$ cat src/rtl/bldcsc_pkg.sv
// shared types and constants of the sensorless bldc commutation block
`default_nettype none

package bldcsc_pkg;

  localparam int FIELD_W   = 24;
  localparam int LIMIT_W   = 25;
  localparam int ANGLE_W   = 6;
  localparam int OFFSET_W  = 4;
  localparam int MASK_W    = 6;
  localparam int INDEX_W   = 5;
  localparam int STEP_W    = 3;
  localparam int COUNT_W   = 32;
  localparam int CFG_IDX_W = 4;

  localparam int PHASE_STEPS = 6;
  localparam logic [STEP_W-1:0] STEP_LAST = STEP_W'(PHASE_STEPS - 1);

  localparam logic [FIELD_W-1:0]  PERIOD_MAX_RST  = FIELD_W'(60 * 1000);
  localparam logic [ANGLE_W-1:0]  PHASE_ANGLE_RST = ANGLE_W'(24);
  localparam logic [OFFSET_W-1:0] PHASE_OFFS_RST  = '0;
  localparam logic [MASK_W-1:0]   RISING_MASK_RST = MASK_W'(21);

  typedef enum logic [CFG_IDX_W-1:0] {
    CFG_PERIOD_MAX  = 4'd0,
    CFG_PHASE_ANGLE = 4'd1,
    CFG_PHASE_OFFS  = 4'd2,
    CFG_RISING_MASK = 4'd3
  } cfg_idx_t;

  typedef struct packed {
    logic [FIELD_W-1:0]  period_max;
    logic [ANGLE_W-1:0]  phase_angle;
    logic [OFFSET_W-1:0] phase_offset;
    logic [MASK_W-1:0]   rising_mask;
  } cfg_t;

  typedef struct packed {
    logic               kind;
    logic               comparator;
    logic [FIELD_W-1:0] first_period;
    logic [FIELD_W-1:0] delay_min;
  } in_item_t;

  typedef struct packed {
    logic [INDEX_W-1:0] drive_index;
    logic [INDEX_W-1:0] next_index;
    logic               commutated;
    logic               detect_done;
    logic               crossing_seen;
    logic [COUNT_W-1:0] step_total;
    logic [FIELD_W-1:0] period_out;
  } out_item_t;

endpackage

`default_nettype wire

$ cat src/rtl/bldcsc_in_if.sv
// input item channel: tick or start command
`default_nettype none

interface bldcsc_in_if;
  logic                           valid;
  logic                           ready;
  logic                           kind;
  logic                           comparator;
  logic [bldcsc_pkg::FIELD_W-1:0] first_period;
  logic [bldcsc_pkg::FIELD_W-1:0] delay_min;

  modport source (output valid, kind, comparator, first_period, delay_min, input ready);
  modport sink (input valid, kind, comparator, first_period, delay_min, output ready);
endinterface

`default_nettype wire

$ cat src/rtl/bldcsc_out_if.sv
// result item channel
`default_nettype none

interface bldcsc_out_if;
  logic                           valid;
  logic                           ready;
  logic [bldcsc_pkg::INDEX_W-1:0] drive_index;
  logic [bldcsc_pkg::INDEX_W-1:0] next_index;
  logic                           commutated;
  logic                           detect_done;
  logic                           crossing_seen;
  logic [bldcsc_pkg::COUNT_W-1:0] step_total;
  logic [bldcsc_pkg::FIELD_W-1:0] period_out;

  modport source (output valid, drive_index, next_index, commutated, detect_done,
                  crossing_seen, step_total, period_out, input ready);
  modport sink (input valid, drive_index, next_index, commutated, detect_done,
                crossing_seen, step_total, period_out, output ready);
endinterface

`default_nettype wire

$ cat src/rtl/bldcsc_cfg_if.sv
// configuration write channel
`default_nettype none

interface bldcsc_cfg_if;
  logic                             valid;
  logic                             ready;
  logic [bldcsc_pkg::CFG_IDX_W-1:0] index;
  logic [bldcsc_pkg::FIELD_W-1:0]   data;

  modport source (output valid, index, data, input ready);
  modport sink (input valid, index, data, output ready);
endinterface

`default_nettype wire

$ cat src/rtl/bldcsc_core.sv
// commutation state and its per-item next-state logic
`default_nettype none

module bldcsc_core #(
  parameter int TIMER_BITS = 24
) (
  input  wire logic                 clk,
  input  wire logic                 rst_n,
  input  wire logic                 fire,
  input  wire bldcsc_pkg::in_item_t item,
  input  wire bldcsc_pkg::cfg_t     cfg,
  output bldcsc_pkg::out_item_t     result
);

  localparam int PW = (TIMER_BITS < bldcsc_pkg::FIELD_W) ? TIMER_BITS : bldcsc_pkg::FIELD_W;
  localparam int DW = (TIMER_BITS > bldcsc_pkg::FIELD_W) ? TIMER_BITS : bldcsc_pkg::FIELD_W;
  localparam int CW = (TIMER_BITS > bldcsc_pkg::LIMIT_W) ? TIMER_BITS : bldcsc_pkg::LIMIT_W;
  localparam logic [TIMER_BITS-1:0] TMAX = '1;

  typedef enum logic [1:0] {MODE_IDLE, MODE_BLANK, MODE_DETECT} mode_t;

  logic [TIMER_BITS-1:0]             timestamp_r, timestamp_nxt;
  logic [TIMER_BITS-1:0]             since_r, since_nxt;
  logic [PW-1:0]                     period_r, period_nxt;
  logic [TIMER_BITS-1:0]             last_r, last_nxt;
  logic [TIMER_BITS-1:0]             commutate_at_r, commutate_at_nxt;
  logic [TIMER_BITS-1:0]             detect_at_r, detect_at_nxt;
  logic [bldcsc_pkg::LIMIT_W-1:0]    limit_r, limit_nxt;
  mode_t                             mode_r, mode_nxt;
  logic [bldcsc_pkg::COUNT_W-1:0]    count_r, count_nxt;
  logic [bldcsc_pkg::STEP_W-1:0]     step_r, step_nxt;
  logic [bldcsc_pkg::INDEX_W-1:0]    drive_r, drive_nxt;
  logic [bldcsc_pkg::INDEX_W-1:0]    pending_r, pending_nxt;
  logic [bldcsc_pkg::OFFSET_W-1:0]   offset_r, offset_nxt;

  logic [TIMER_BITS-1:0]             ts_inc, sc_inc;
  logic [DW-1:0]                     delay_w, first_w, pmax_w, avg_w;
  logic [TIMER_BITS-1:0]             interval;
  logic [TIMER_BITS:0]               avg_sum;
  logic [PW-1:0]                     per_cl;
  logic [PW+5:0]                     angle_prod;
  logic [PW+1:0]                     three_q;
  logic [TIMER_BITS-1:0]             cat_cl, det_cl;
  logic [bldcsc_pkg::STEP_W-1:0]     step_cl;
  logic [bldcsc_pkg::INDEX_W-1:0]    pend_cl;
  logic [7:0]                        mask_ext;
  logic                              want;
  logic [bldcsc_pkg::LIMIT_W-1:0]    limit_v;
  mode_t                             mode_v;
  logic                              commutated, done, seen;

  // window closing datapath
  assign ts_inc     = timestamp_r + 1'b1;
  assign sc_inc     = since_r + 1'b1;
  assign delay_w    = DW'(item.delay_min);
  assign first_w    = DW'(item.first_period);
  assign pmax_w     = DW'(cfg.period_max);
  assign interval   = ts_inc - last_r;
  assign avg_sum    = (TIMER_BITS + 1)'(period_r) + (TIMER_BITS + 1)'(interval);
  assign avg_w      = DW'(avg_sum[TIMER_BITS:1]);
  assign per_cl     = (avg_w > pmax_w) ? pmax_w[PW-1:0] : avg_w[PW-1:0];
  assign angle_prod = (PW + 6)'(per_cl) * (PW + 6)'(cfg.phase_angle);
  assign three_q    = (PW + 2)'({per_cl, 1'b0}) + (PW + 2)'(per_cl);
  assign cat_cl     = TIMER_BITS'(angle_prod[PW+5:6]);
  assign det_cl     = ts_inc + TIMER_BITS'(three_q[PW+1:2]);
  assign step_cl    = (step_r == bldcsc_pkg::STEP_LAST) ? '0 : step_r + 1'b1;
  assign pend_cl    = bldcsc_pkg::INDEX_W'(step_cl) + bldcsc_pkg::INDEX_W'(offset_r);
  assign mask_ext   = 8'(cfg.rising_mask);
  assign want       = mask_ext[step_r];

  always_comb begin
    timestamp_nxt    = timestamp_r;
    since_nxt        = since_r;
    period_nxt       = period_r;
    last_nxt         = last_r;
    commutate_at_nxt = commutate_at_r;
    detect_at_nxt    = detect_at_r;
    limit_nxt        = limit_r;
    mode_nxt         = mode_r;
    count_nxt        = count_r;
    step_nxt         = step_r;
    drive_nxt        = drive_r;
    pending_nxt      = pending_r;
    offset_nxt       = offset_r;
    commutated       = 1'b0;
    done             = 1'b0;
    seen             = 1'b0;
    limit_v          = limit_r;
    mode_v           = mode_r;
    if (item.kind) begin
      period_nxt       = first_w[PW-1:0];
      since_nxt        = '0;
      commutate_at_nxt = TIMER_BITS'(first_w[PW-1:0]);
      last_nxt         = timestamp_r;
      detect_at_nxt    = timestamp_r + delay_w[TIMER_BITS-1:0];
      count_nxt        = '0;
      drive_nxt        = bldcsc_pkg::INDEX_W'(step_r);
      pending_nxt      = bldcsc_pkg::INDEX_W'(step_r);
      offset_nxt       = cfg.phase_offset;
      mode_nxt         = MODE_BLANK;
    end else begin
      timestamp_nxt = ts_inc;
      since_nxt     = sc_inc;
      if (commutate_at_r != TMAX && sc_inc >= commutate_at_r) begin
        drive_nxt        = pending_r;
        commutate_at_nxt = TMAX;
        commutated       = 1'b1;
      end
      // window opens in the same tick
      if (mode_r == MODE_BLANK && ts_inc == detect_at_r) begin
        since_nxt        = '0;
        commutate_at_nxt = TMAX;
        limit_v          = bldcsc_pkg::LIMIT_W'({period_r, 1'b0});
        limit_nxt        = limit_v;
        mode_v           = MODE_DETECT;
        mode_nxt         = MODE_DETECT;
      end
      if (mode_v == MODE_DETECT) begin
        if (item.comparator == want) begin
          done = 1'b1;
          seen = 1'b1;
        end else if (CW'(since_nxt) >= CW'(limit_v)) begin
          done = 1'b1;
        end
      end
      if (done) begin
        last_nxt         = ts_inc;
        period_nxt       = per_cl;
        count_nxt        = count_r + bldcsc_pkg::COUNT_W'(seen);
        commutate_at_nxt = cat_cl;
        since_nxt        = '0;
        detect_at_nxt    = det_cl;
        step_nxt         = step_cl;
        pending_nxt      = pend_cl;
        mode_nxt         = MODE_BLANK;
      end
    end
  end

  always_comb begin
    result.drive_index   = drive_nxt;
    result.next_index    = pending_nxt;
    result.commutated    = commutated;
    result.detect_done   = done;
    result.crossing_seen = seen;
    result.step_total    = count_nxt;
    result.period_out    = bldcsc_pkg::FIELD_W'(period_nxt);
  end

  always_ff @(posedge clk) begin
    if (!rst_n) begin
      timestamp_r    <= '0;
      since_r        <= '0;
      period_r       <= '0;
      last_r         <= '0;
      commutate_at_r <= TMAX;
      detect_at_r    <= '0;
      limit_r        <= '0;
      mode_r         <= MODE_IDLE;
      count_r        <= '0;
      step_r         <= '0;
      drive_r        <= '0;
      pending_r      <= '0;
      offset_r       <= '0;
    end else if (fire) begin
      timestamp_r    <= timestamp_nxt;
      since_r        <= since_nxt;
      period_r       <= period_nxt;
      last_r         <= last_nxt;
      commutate_at_r <= commutate_at_nxt;
      detect_at_r    <= detect_at_nxt;
      limit_r        <= limit_nxt;
      mode_r         <= mode_nxt;
      count_r        <= count_nxt;
      step_r         <= step_nxt;
      drive_r        <= drive_nxt;
      pending_r      <= pending_nxt;
      offset_r       <= offset_nxt;
    end
  end

  a_step_range: assert property (@(posedge clk) disable iff (!rst_n)
    step_r <= bldcsc_pkg::STEP_LAST)
    else $error("step index out of range");

  a_close_blanks: assert property (@(posedge clk) disable iff (!rst_n)
    fire && done |=> mode_r == MODE_BLANK && since_r == '0)
    else $error("window close did not re-enter blanking");

  a_close_pending: assert property (@(posedge clk) disable iff (!rst_n)
    fire && done |=> pending_r == bldcsc_pkg::INDEX_W'(step_r) + bldcsc_pkg::INDEX_W'(offset_r))
    else $error("pending drive index mismatch after window close");

endmodule

`default_nettype wire

$ cat src/rtl/bldc_sensorless_commutation_top.sv
// top level of the sensorless bldc back-emf commutation block
// Sensorless BLDC commutation: every accepted item is either one timer tick
// with a comparator sample or a start command, and yields exactly one result
// item. One item is accepted per clock unless the result side stalls; a result
// is presented from the result register after its item has passed the input
// register, and stalls on the result side back up into the input channel only
// once both registers are full. The per-item path is set by the period average
// and clamp feeding the 24x6 commutation-delay multiply. Configuration writes
// are taken every cycle and are meant to happen while no item is in flight.
`default_nettype none

module bldc_sensorless_commutation_top #(
  parameter int TIMER_BITS = 24
) (
  input wire logic      clk,
  input wire logic      rst_n,
  bldcsc_in_if.sink     in_chan,
  bldcsc_out_if.source  out_chan,
  bldcsc_cfg_if.sink    cfg_chan
);

  bldcsc_pkg::cfg_t      cfg_r;
  bldcsc_pkg::in_item_t  s1_item_r;
  logic                  s1_valid_r;
  bldcsc_pkg::out_item_t out_item_r;
  logic                  out_valid_r;
  bldcsc_pkg::out_item_t result;
  logic                  advance, fire, in_acc;

  assign advance        = !out_valid_r || out_chan.ready;
  assign fire           = s1_valid_r && advance;
  assign in_chan.ready  = !s1_valid_r || advance;
  assign in_acc         = in_chan.valid && in_chan.ready;
  assign cfg_chan.ready = 1'b1;

  // register file
  always_ff @(posedge clk) begin
    if (!rst_n) begin
      cfg_r.period_max   <= bldcsc_pkg::PERIOD_MAX_RST;
      cfg_r.phase_angle  <= bldcsc_pkg::PHASE_ANGLE_RST;
      cfg_r.phase_offset <= bldcsc_pkg::PHASE_OFFS_RST;
      cfg_r.rising_mask  <= bldcsc_pkg::RISING_MASK_RST;
    end else if (cfg_chan.valid && cfg_chan.ready) begin
      unique case (cfg_chan.index)
        bldcsc_pkg::CFG_PERIOD_MAX:  cfg_r.period_max <= cfg_chan.data;
        bldcsc_pkg::CFG_PHASE_ANGLE: cfg_r.phase_angle <= cfg_chan.data[bldcsc_pkg::ANGLE_W-1:0];
        bldcsc_pkg::CFG_PHASE_OFFS:  cfg_r.phase_offset <= cfg_chan.data[bldcsc_pkg::OFFSET_W-1:0];
        bldcsc_pkg::CFG_RISING_MASK: cfg_r.rising_mask <= cfg_chan.data[bldcsc_pkg::MASK_W-1:0];
        default: ;
      endcase
    end
  end

  // input item register
  always_ff @(posedge clk) begin
    if (!rst_n) begin
      s1_valid_r <= 1'b0;
    end else if (in_acc) begin
      s1_valid_r <= 1'b1;
    end else if (advance) begin
      s1_valid_r <= 1'b0;
    end
  end

  always_ff @(posedge clk) begin
    if (in_acc) begin
      s1_item_r.kind         <= in_chan.kind;
      s1_item_r.comparator   <= in_chan.comparator;
      s1_item_r.first_period <= in_chan.first_period;
      s1_item_r.delay_min    <= in_chan.delay_min;
    end
  end

  bldcsc_core #(
    .TIMER_BITS (TIMER_BITS)
  ) u_core (
    .clk    (clk),
    .rst_n  (rst_n),
    .fire   (fire),
    .item   (s1_item_r),
    .cfg    (cfg_r),
    .result (result)
  );

  // result register
  always_ff @(posedge clk) begin
    if (!rst_n) begin
      out_valid_r <= 1'b0;
    end else if (fire) begin
      out_valid_r <= 1'b1;
    end else if (out_chan.ready) begin
      out_valid_r <= 1'b0;
    end
  end

  always_ff @(posedge clk) begin
    if (fire) begin
      out_item_r <= result;
    end
  end

  assign out_chan.valid         = out_valid_r;
  assign out_chan.drive_index   = out_item_r.drive_index;
  assign out_chan.next_index    = out_item_r.next_index;
  assign out_chan.commutated    = out_item_r.commutated;
  assign out_chan.detect_done   = out_item_r.detect_done;
  assign out_chan.crossing_seen = out_item_r.crossing_seen;
  assign out_chan.step_total    = out_item_r.step_total;
  assign out_chan.period_out    = out_item_r.period_out;

  a_stall_only_when_full: assert property (@(posedge clk) disable iff (!rst_n)
    !in_chan.ready |-> s1_valid_r && out_valid_r && !out_chan.ready)
    else $error("input stalled with room in the pipeline");

endmodule

`default_nettype wire

$ cat src/flat_wrapper.sv
// flat-port wrapper written by rule: the top's interface ports become plain ports
module bldc_sensorless_commutation_top_flat 
#(
  parameter int TIMER_BITS = 24
)
  (clk, rst_n, in_chan_valid, in_chan_kind, in_chan_comparator, in_chan_first_period, in_chan_delay_min, in_chan_ready, out_chan_valid, out_chan_drive_index, out_chan_next_index, out_chan_commutated, out_chan_detect_done, out_chan_crossing_seen, out_chan_step_total, out_chan_period_out, out_chan_ready, cfg_chan_valid, cfg_chan_index, cfg_chan_data, cfg_chan_ready);
  bldcsc_in_if in_chan_i ();
  bldcsc_out_if out_chan_i ();
  bldcsc_cfg_if cfg_chan_i ();
  input wire logic clk;
  input wire logic rst_n;
  input wire logic [$bits(in_chan_i.valid)-1:0] in_chan_valid;
  input wire logic [$bits(in_chan_i.kind)-1:0] in_chan_kind;
  input wire logic [$bits(in_chan_i.comparator)-1:0] in_chan_comparator;
  input wire logic [$bits(in_chan_i.first_period)-1:0] in_chan_first_period;
  input wire logic [$bits(in_chan_i.delay_min)-1:0] in_chan_delay_min;
  output wire logic [$bits(in_chan_i.ready)-1:0] in_chan_ready;
  output wire logic [$bits(out_chan_i.valid)-1:0] out_chan_valid;
  output wire logic [$bits(out_chan_i.drive_index)-1:0] out_chan_drive_index;
  output wire logic [$bits(out_chan_i.next_index)-1:0] out_chan_next_index;
  output wire logic [$bits(out_chan_i.commutated)-1:0] out_chan_commutated;
  output wire logic [$bits(out_chan_i.detect_done)-1:0] out_chan_detect_done;
  output wire logic [$bits(out_chan_i.crossing_seen)-1:0] out_chan_crossing_seen;
  output wire logic [$bits(out_chan_i.step_total)-1:0] out_chan_step_total;
  output wire logic [$bits(out_chan_i.period_out)-1:0] out_chan_period_out;
  input wire logic [$bits(out_chan_i.ready)-1:0] out_chan_ready;
  input wire logic [$bits(cfg_chan_i.valid)-1:0] cfg_chan_valid;
  input wire logic [$bits(cfg_chan_i.index)-1:0] cfg_chan_index;
  input wire logic [$bits(cfg_chan_i.data)-1:0] cfg_chan_data;
  output wire logic [$bits(cfg_chan_i.ready)-1:0] cfg_chan_ready;
  assign in_chan_i.valid = in_chan_valid;
  assign in_chan_i.kind = in_chan_kind;
  assign in_chan_i.comparator = in_chan_comparator;
  assign in_chan_i.first_period = in_chan_first_period;
  assign in_chan_i.delay_min = in_chan_delay_min;
  assign in_chan_ready = in_chan_i.ready;
  assign out_chan_valid = out_chan_i.valid;
  assign out_chan_drive_index = out_chan_i.drive_index;
  assign out_chan_next_index = out_chan_i.next_index;
  assign out_chan_commutated = out_chan_i.commutated;
  assign out_chan_detect_done = out_chan_i.detect_done;
  assign out_chan_crossing_seen = out_chan_i.crossing_seen;
  assign out_chan_step_total = out_chan_i.step_total;
  assign out_chan_period_out = out_chan_i.period_out;
  assign out_chan_i.ready = out_chan_ready;
  assign cfg_chan_i.valid = cfg_chan_valid;
  assign cfg_chan_i.index = cfg_chan_index;
  assign cfg_chan_i.data = cfg_chan_data;
  assign cfg_chan_ready = cfg_chan_i.ready;
  bldc_sensorless_commutation_top #(.TIMER_BITS(TIMER_BITS)) u_core (.clk(clk), .rst_n(rst_n), .in_chan(in_chan_i), .out_chan(out_chan_i), .cfg_chan(cfg_chan_i));
endmodule
$ cat config.mk
export PLATFORM = sky130hd
export DESIGN_NAME = bldc_sensorless_commutation_top_flat
export DESIGN_NICKNAME = d
export VERILOG_FILES = /design/src/rtl/bldcsc_pkg.sv /design/src/rtl/bldcsc_in_if.sv /design/src/rtl/bldcsc_out_if.sv /design/src/rtl/bldcsc_cfg_if.sv /design/src/rtl/bldcsc_core.sv /design/src/rtl/bldc_sensorless_commutation_top.sv /design/src/flat_wrapper.sv
export SDC_FILE = /design/constraint.sdc
export NUM_CORES = 1
export LEC_CHECK = 0
export ABC_AREA = 1
export BUFFER_PORTS_ARGS = -buffer_cell sky130_fd_sc_hd__clkbuf_2
export CORE_UTILIZATION = 57
export DETAILED_ROUTE_END_ITERATION = 10
export GPL_ROUTABILITY_DRIVEN = 0
export PLACE_DENSITY_LB_ADDON = 0.25
export SYNTH_ARGS = -nofsm -noshare
export SYNTH_HDL_FRONTEND = slang
export SYNTH_SLANG_ARGS = --single-unit
$ cat constraint.sdc
create_clock -name clk -period 19.2 [get_ports clk]
set_clock_uncertainty 0.2 [all_clocks]
set_input_delay 1.92 -clock clk [delete_from_list [all_inputs] [get_ports clk]]
set_output_delay 1.92 -clock clk [all_outputs]
set_load 0.01 [all_outputs]
# --- After elaboration in Yosys (flattened, before gate mapping) ---
# Cells that the tools add are included.
totals:
  reg_bits: 381
  output_inout_bits: 72
  wordCells: 119
op_classes:
  addsub: 10
  mul: 1
  order_cmp: 4
  n_eq_ne: 9
  mux: 42
  n_bitwise: 1
  reduce_logical: 22
ops:
  columns: ["cell", "count"]
  rows:
  - ["2-to-1 mux 24 bit", 15]
  - ["2-to-1 mux 32 bit", 2]
  - ["2-to-1 mux 25 bit", 2]
  - ["adder 24 x 1 -> 24 bit, second input constant", 2]
  - ["adder 24 bit", 2]
  - ["adder 32 x 1 -> 32 bit", 1]
  - ["multiplier 24 x 6 -> 30 bit", 1]
  - ["adder 25 x 24 -> 26 bit", 1]
  - ["adder 24 x 24 -> 25 bit", 1]
  - [">= comparator 24 x 25 -> 1 bit", 1]
  - ["equality test 24 bit", 1]
  - [">= comparator 24 bit", 1]
  - ["greater-than comparator 24 bit", 1]
  - ["inequality test 24 bit, second input constant", 1]
  - ["subtractor 24 bit", 1]
  - ["2-to-1 mux 5 bit", 4]
  - ["AND reduction 2 bit", 8]
  - ["2-to-1 mux 1 bit", 13]
  - ["equality test 4 x 2 -> 1 bit, second input constant", 2]
  - ["2-to-1 mux 2 bit", 4]
  - ["nonzero test 2 bit", 3]
  - ["adder 3 x 4 -> 5 bit", 1]
  - ["equality test 4 x 1 -> 1 bit, second input constant", 1]
  - ["logical AND 1 bit", 4]
  - ["other kinds (14)", 16]

# --- Longest topological paths before layout ---
# Gate-level depths: netlist (run 1).
depth:
  word_depth: 12
  depth_mapped: 62
  depth_no_buf: 60

# --- By module ---
# Synthesis (run 1) repeated with hierarchy kept, for this count alone.
hier_totals:
  hier_cells: 4437
  hier_area_um2: 30566.8
by_module_without_submodules:
  columns: ["mod", "instances", "cells_each", "area_per_inst_um2", "seq_area_each_um2"]
  rows:
  - ["bldcsc_core", 1, 4015, 24991.5, 4404.2]
  - ["bldc_sensorless_commutation_top", 1, 422, 5575.3, 4414.2]

# --- Worst setup path after synthesis (run 1) ---
# OpenSTA, ideal clock, no wires.
synth_timing:
  path_type: "register to register"
  start: "reg u_core.u_core.timestamp_r[1]"
  end: "reg u_core.u_core.commutate_at_r[23]"
  setup_time_ps: 117
  t_arrival_ps: 9174
  setup_slack_ps: 9709
  stages_incl_launch_ff: 57
  path_buffers: 1
  path_cell_list: "dfxtp_1 ha_1 nand3_1 nor2_4 nand2_1 and2_1 ha_1 nand2_1 nor3_1 nand2_1 nand2_1 a21boi_0 o21ai_0 a21boi_0 o21ai_0 a21oi_1 o21ai_0 nand3_1 (+21 left out) fa_1 fa_1 inv_1 fa_1 inv_1 ha_1 a21oi_1 inv_1 a31oi_1 inv_1 a21oi_1 o21ai_0 a2111oi_0 nand3b_1 nand3_1 nand3_1 nand2_1 nand2_1"
synth_via:
  elab_chain_len: 12
  word_cells_on_any_way: 25
synth_rtl:
  columns: ["item", "line", "text"]
  rows:
  - ["start, declared", "bldcsc_core.sv:22", "logic [TIMER_BITS-1:0] timestamp_r, timestamp_nxt;"]
  - ["start signal, assigned", "bldcsc_core.sv:166", "timestamp_r <= timestamp_nxt;"]
  - ["adder 24 x 1 -> 24 bit (*)", "bldcsc_core.sv:53", "assign ts_inc = timestamp_r + 1'b1;"]
  - ["named net u_core.u_core.ts_inc[6]", "bldcsc_core.sv:36", "logic [TIMER_BITS-1:0] ts_inc, sc_inc;"]
  - ["parallel branches: the longest is 11 deep, another holds multiplier 24 x 6 -> 30 bit", null, null]
  - ["end signal, assigned", "bldcsc_core.sv:170", "commutate_at_r <= commutate_at_nxt;"]
  - ["end, declared", "bldcsc_core.sv:26", "logic [TIMER_BITS-1:0] commutate_at_r, commutate_at_nxt;"]
# Mark *: on every way through the listed nets, which the timed path passes. The select of a mux whose other input is x is not followed.
# A chain may end at the register's enable or synchronous reset.

# --- Final worst setup path (run 1) ---
layout_timing:
  start: "reg u_core.u_core.timestamp_r[0]"
  end: "reg u_core.u_core.detect_at_r[20]"
layout_via:
  elab_chain_len: 12
  word_cells_on_any_way: 26
layout_rtl:
  columns: ["item", "line", "text"]
  rows:
  - ["adder 24 x 1 -> 24 bit (*)", "bldcsc_core.sv:53", null]
  - ["named net u_core.u_core.ts_inc[6]", "bldcsc_core.sv:36", null]
  - ["parallel branches: the longest is 11 deep, another holds adder 25 x 24 -> 26 bit", null, null]
  - ["end signal, assigned", "bldcsc_core.sv:171", "detect_at_r <= detect_at_nxt;"]
  - ["end, declared", "bldcsc_core.sv:27", "logic [TIMER_BITS-1:0] detect_at_r, detect_at_nxt;"]
# Marked as above.

==> results of run 1 <==
## worst min-delay path, cell delays in order (launching register included)
cell	delay, ns
dfxtp_1	0.31
nand2_1	0.06
nor2_1	0.03
## state kept, by name (all words and copies together) (netlist names), 24 cells and up
name / cells
u_core.cfg_r: 40
u_core.out_chan.period_out: 24
u_core.out_chan.step_total: 32
u_core.s1_item_r: 50
u_core.u_core.commutate_at_r: 24
u_core.u_core.count_r: 32
u_core.u_core.detect_at_r: 24
u_core.u_core.last_r: 24
u_core.u_core.limit_r: 25
u_core.u_core.period_r: 24
u_core.u_core.since_r: 24
u_core.u_core.timestamp_r: 24
## through the flow
stage / std cells / util [%] / hold slack (ns)
floorplan: 4158 / - / 0.218
CTS: 4953 / 62.8 / 0.239
detailed placement: 4872 / 60.0 / 0.229
global route: 4953 / 62.8 / 0.260
global placement: 4872 / 60.0 / 0.228
finish: 4953 / 62.8 / 0.239
## cell usage in the layout (no fill, tap or decap), types with 94 or more instances in the layout
cell type / count
inv_1: 591
nor2_1: 362
fa_1: 94
nand3_1: 170
o21ai_0: 343
xor2_1: 97
dfxtp_1: 262
edfxtp_1: 119
ha_1: 232
nand2_1: 970
a21oi_1: 388
clkbuf_2: 152
## cells by family after synthesis
| family | Yosys count | share of synthesized area, % |
|---|---|---|
| AO/OA/AOI/OAI | 899 | 16.6 |
| other | 1 | 0.0127 |
| multiplexers | 5 | 0.177 |
| flip-flops | 381 | 29.8 |
| adder cells (fa/ha/maj) | 326 | 16.2 |
| buffers and inverters | 738 | 9.69 |
| AND/OR/NAND/NOR | 1661 | 23.2 |
| XOR/XNOR | 147 | 4.39 |
## worst paths after layout
path	startpoint	endpoint	slack, ns	depth (start not counted)
worst max-delay path	u_core.u_core.timestamp_r[0]	u_core.u_core.detect_at_r[20]	7.22	53
worst min-delay path	u_core.u_core.limit_r[0]	u_core.u_core.limit_r[0]	0.24	2
worst max register to register	u_core.u_core.timestamp_r[0]	u_core.u_core.detect_at_r[20]	7.22	53
worst min register to register	u_core.u_core.limit_r[0]	u_core.u_core.limit_r[0]	0.24	2
## area by class of cell
cell class | instances | area share, %
Multi-Input combinational cell | 3039 | 55.6
Sequential cell | 381 | 27.4
Inverter | 601 | 7.02
Clock buffer | 62 | 3.85
Timing Repair Buffer | 171 | 2.80
Tap cell | 680 | 2.64
Clock inverter | 19 | 0.676
## power by group through the flow
stage	logic (uW)	clock network (uW)	registers, uW
5_1_grt	3900	893	909
6_report	3490	856	906
2_1_floorplan	2560	0	913
3_5_place_dp	3390	0	921
4_1_cts	3410	866	905
3_3_place_gp	3340	0	921
## routing by layer
layer	wire length [um]	share of wire, %	track usage (%)	vias to the layer above
met5	27	0.030	0	-
met4	4270	4.8	15.5	4
met3	8990	10	6.47	210
met2	38300	43	50.1	1323
met1	37900	42	45.8	12900
li1	-	-	-	13800
==> impl_results.md, run 1 <==
- Outcome: complete, no violations
- Initial DRC Count: 3000
- Layout cell share with drive strength beyond 1: 7.11%
- Root buf cell: clkbuf_16
- CTS tree: built
- Htree depth: 2
- Ys flop type: dfxtp_1
- # Max-Cap Violations: 0
- Clk network pwr share: 16.3%
- Crit Path Max Fanout: 15
- Post-CTS Hold Fix Bufs: 0
- Unrepaired setup endpoints after global routing: false
- Synth cell types: 61
- Largest cells by area after synthesis: dfxtp_1 (18%), nand2_1 (12%), edfxtp_1 (12%), ha_1 (9.8%), inv_1 (7.5%)
- Average wire per standard cell: 18.1 um
- Synthesized cell area: 29600 um2
- Seq pwr share: 17.3%
- FP Rows: 83
- Crit Path Class: flip-flop to flip-flop
- Fin. Hold Viols: 0
- Inserted Diodes: 0
- Skew-Pair Late Insertion Delay: 0.60 ns
- Detailed-route via count: 28300
- Crit. End Element: flip-flop
- Lkg Pwr: 0.0154 uW
- Area Overhead vs Synth: 8.80%
- Final nets: 4647
- Starting density of the core: 57.7%
- Grt ovf: 0
- Pwr per Cell Area: 163 nW/um2
- Final antenna-violating net count: 0
- I/O Pins: 155
- Input/output buffers: 153
- Clock transition at path regs: 0.06 ns
- Area of the multi-input gates: 17900 um2
- Final Max Tran Viols: 0
- Post-CTS Setup Bufs: 0
- # fillers: 4726
- Tmin final: 11.98 ns
- DP Area: 30800 um2
- Max Root-Sink Buffers: 3
- Worst hold path class: flip-flop to flip-flop
- Core ar.: 51300 um2
- Syn_area_per_cell: 7.12 um2
- Synthesis warning total: 0
- Total wire length: 89.4 mm
- Worst Path Buf+Inv: 3
- Sequential fraction of the synthesis area: 29.8%
- Peak Freq: 83.5 MHz
- Die Y-Extent: 230 um
- Vias/cell: 5.70
- Initial antenna violation count: 3
- Mapped Nets: 4567
- Logic pwr share: 66.5%
- #FFs+latches synth: 381
- Async SR Flop Fraction: 0%
- Full die area: 52900 um2
- Post-CTS sizing: 0
- Sw Ratio: 51.9%
- Family with the most delay on the worst path: compound AO/OA/AOI/OAI gates
- Clock Sinks: 381
- Top-area cell type share of the netlist area: 17.7%
- Final period utilization: 62.4%
- Crit-path max cell delay: 0.69 ns
- Register Area: 8820 um2
- Final HPWL DP: 69.0 mm
- Chip width: 230 um
- CP max stage cell: o21ai_0
- Vias in the first global route: 25400
- Critical path startpoint category: flip-flop
- Worst vdd ir: 0.000130 V
- Post-route DRC: 0
- Setup_tns: 0 ns
- # setup viols final: 0
- First drt pass iteration count: 6
- Pint: 2530 uW
- Tot Pwr: 5250 uW
- Place WS: 7.67 ns
- Worst Tran Pin Value: 1.03 ns
- First-pass GRT wire length: 139 mm
- CTS Buf Count: 44
- Synth cell count leaders: nand2_1 (970), inv_1 (595), a21oi_1 (388), nor2_1 (363), o21ai_0 (343)
- Largest net degree at the start of global routing: 78
- WP data arrival: 12.22 ns
- GRT Util Overall: 33.2%
- Final worst-path setup slack: 7.22 ns
- Largest area contributor in the netlist: dfxtp_1
- Top-count cell post-synth: nand2_1
- Most Frequent Cell on Critical Path: nand2_1
- Syn Inst Count: 4158
- Net Switching: 2730 uW
- Relative slew margins: 31.4%
- Required @ worst endpoint: 19.44 ns
- Post-synth EDFFs: 119
- Final instance area: 32200 um2
No activity file was read; power rests on OpenSTA's default activity.
==> run 2: changes to the inputs <==
==> constraint.sdc (replaced) <==
create_clock -name clk -period 11.4 [get_ports clk]
set_clock_uncertainty 0.2 [all_clocks]
set_input_delay 1.14 -clock clk [delete_from_list [all_inputs] [get_ports clk]]
set_output_delay 1.14 -clock clk [all_outputs]
set_load 0.01 [all_outputs]
==> impl_results.md, run 2 (same netlist as run 1, synthesis figures left out) <==
- Htree depth: 2 (unchanged)
- Crit. End Element: flip-flop
- Input/output buffers: 153 (unchanged)
- Area Overhead vs Synth: 9.34%
- WL met3: 9.22 mm (+2.6%)
- Root buf cell: clkbuf_16
- Vias/cell: 5.77 (+1.1%)
- Final HPWL DP: 70.1 mm (+1.6%)
- Max Root-Sink Buffers: 3 (unchanged)
- Initial antenna violation count: 2 (-1)
- Grt ovf: 0 (unchanged)
- Clock Sinks: 381 (unchanged)
- Largest net degree at the start of global routing: 81 (+3.8%)
- Layout cell share with drive strength beyond 1: 7.75% (+0.63 points)
- Util after Layout: 63.1% (+0.31 points)
- Die Y-Extent: 230 um (unchanged)
- Final nets: 4658 (+0.24%)
- Worst vdd ir: 0.000233 V (+79%)
- Crit Path Max Fanout: 19 (+4)
- Outcome: complete, no violations
- Initial DRC Count: 3121 (+4.0%)
- First drt pass iteration count: 8 (+2)
- Relative slew margins: 28.7% (-2.7 points)
- Chip width: 230 um (unchanged)
- Skew-Pair Late Insertion Delay: 0.61 ns (about the same)
- Final Max Tran Viols: 0 (unchanged)
- Most Frequent Cell on Critical Path: nand2_1
- Pwr per Cell Area: 278 nW/um2 (+71%)
- Core ar.: 51300 um2 (unchanged)
- Average wire per standard cell: 18.4 um (+1.7%)
- Max layer used: met5
- Final antenna-violating net count: 0 (unchanged)
- Worst Path Buf+Inv: 6 (+3)
- Detailed-route via count: 28600 (+1.3%)
- Crit Path Class: flip-flop to flip-flop
- CP max stage cell: fa_1
- Critical path startpoint category: flip-flop
- CTS tree: built
- Total wire length: 91.2 mm (+2.0%)
- Peak Freq: 94.2 MHz (+13%)
- Worst hold path class: flip-flop to flip-flop
- Final period utilization: 93.1% (+31 points)
- CTS Buf Count: 44 (unchanged)
- Inserted Diodes: 0 (unchanged)
- Fin. Hold Viols: 0 (unchanged)
- I/O Pins: 155 (unchanged)
- Post-route DRC: 0 (unchanged)
- Commonest cells after routing, fill and taps aside: nand2_1 (969), inv_1 (587), a21oi_1 (387), nor2_1 (362), o21ai_0 (333)
- Crit-path max cell delay: 0.54 ns (-0.15 ns)
- Commonest non-fill, non-tap cell in the layout: nand2_1
- Required @ worst endpoint: 11.70 ns (-7.74 ns)
- Clock transition at path regs: 0.06 ns (about the same)
- Worst Tran Pin Value: 1.07 ns (+0.0402 ns)
- GRT Util Overall: 34.1% (+0.87 points)
- Family with the most delay on the worst path: compound AO/OA/AOI/OAI gates
- Vias in the first global route: 25800 (+1.3%)
- DR WL met2: 38.8 mm (+1.4%)
- Top reg by flops: u_core.s1_item_r
- Tmin final: 10.61 ns (-1.36 ns)
- Max FFs per register: 50 (unchanged)
- WP data arrival: 10.91 ns (-1.31 ns)
- # setup viols final: 0 (unchanged)
- Registers with the most flip-flops: u_core.s1_item_r (50), u_core.cfg_r (40)
- Setup_tns: 0 ns (unchanged)
- # Max-Cap Violations: 0 (unchanged)
- Full die area: 52900 um2 (unchanged)
- First-pass GRT wire length: 142 mm (+2.4%)
- Starting density of the core: 57.7% (unchanged)
- FP Rows: 83 (unchanged)
- Unrepaired setup endpoints after global routing: false
- Lkg Pwr: 0.0155 uW (+0.51%)
- M1 wire length: 38.6 mm (+2.0%)
- Post-CTS Hold Fix Bufs: 0 (unchanged)
run 2: changes by cell type in the layout (fill, tap and decap cells not counted), sizes merged:
| cell | previous run | this run |
|---|---|---|
| clkinv | 15 | 19 |
| buf | 19 | 30 |
| inv | 600 | 599 |
| clkinvlp | 2 | 3 |
| clkbuf | 214 | 211 |
run 2: worst paths after layout:
| kind | start | endpoint | slack [ns] | cells past startpoint |
|---|---|---|---|---|
| worst max-delay path | u_core.u_core.timestamp_r[1] | u_core.u_core.commutate_at_r[23] | 0.79 | 52 |
| worst min-delay path | u_core.u_core.limit_r[0] | u_core.u_core.limit_r[0] | 0.25 | 2 |
| worst max register to register | u_core.u_core.timestamp_r[1] | u_core.u_core.commutate_at_r[23] | 0.79 | 52 |
| worst min register to register | u_core.u_core.limit_r[0] | u_core.u_core.limit_r[0] | 0.25 | 2 |
run 2: area by class of cell:
type / count / area (um2)
Tap cell: 680 / 851
Clock buffer: 59 / 1240
Fill cell: 4677 / 18900
Multi-Input combinational cell: 3039 / 18000
Sequential cell: 381 / 8820
Timing Repair Buffer: 182 / 986
Inverter: 601 / 2260
Clock inverter: 23 / 250
run 2: metrics by stage:
| step | total power (uW) | area, um2 | worst slack [ns] | hold WS [ns] | instances |
|---|---|---|---|---|---|
| after floorplan | 5850 | 29600 | 1.91 | 0.218 | 4158 |
| after global placement | 7260 | 30800 | 0.297 | 0.229 | 4883 |
| after detailed placement | 7320 | 30800 | 0.0459 | 0.235 | 4883 |
| after CTS | 8810 | 32300 | 0.0184 | 0.247 | 4965 |
| after global routing | 9750 | 32400 | 0.0125 | 0.264 | 4965 |
| final | 9010 | 32400 | 0.788 | 0.249 | 4965 |
run 2: power breakdown:
part           leakage [uW]  internal [uW]  total [uW]  switching (uW)
registers           0.00328           1470        1530            54.9
logic                0.0115           1990        6020            4020
clock network      0.000721            842        1470             627
total                0.0155           4310        9010            4700
run 2: layer usage:
metal	global-route usage (%)	vias to the layer above
met5	0	-
met4	15.8	4
met3	6.35	240
met2	51.7	1363
met1	47.0	13200
li1	-	13800
run 2: repair_timing:
item / 4_1_cts / 5_1_grt
gates resized for setup: 0 / 27
setup endpoints to repair: 0 / 40
buffers inserted: 0 / 0
run 2: worst reg2reg max path: cells and delay by family (launching register included):
kind            cells  cell delay, ns
compound gates     15            3.30
xor+xnor            1            0.14
fa+ha+maj           8            3.15
buf+inv             6            0.63
flops               1            0.41
simple gates       22            2.67
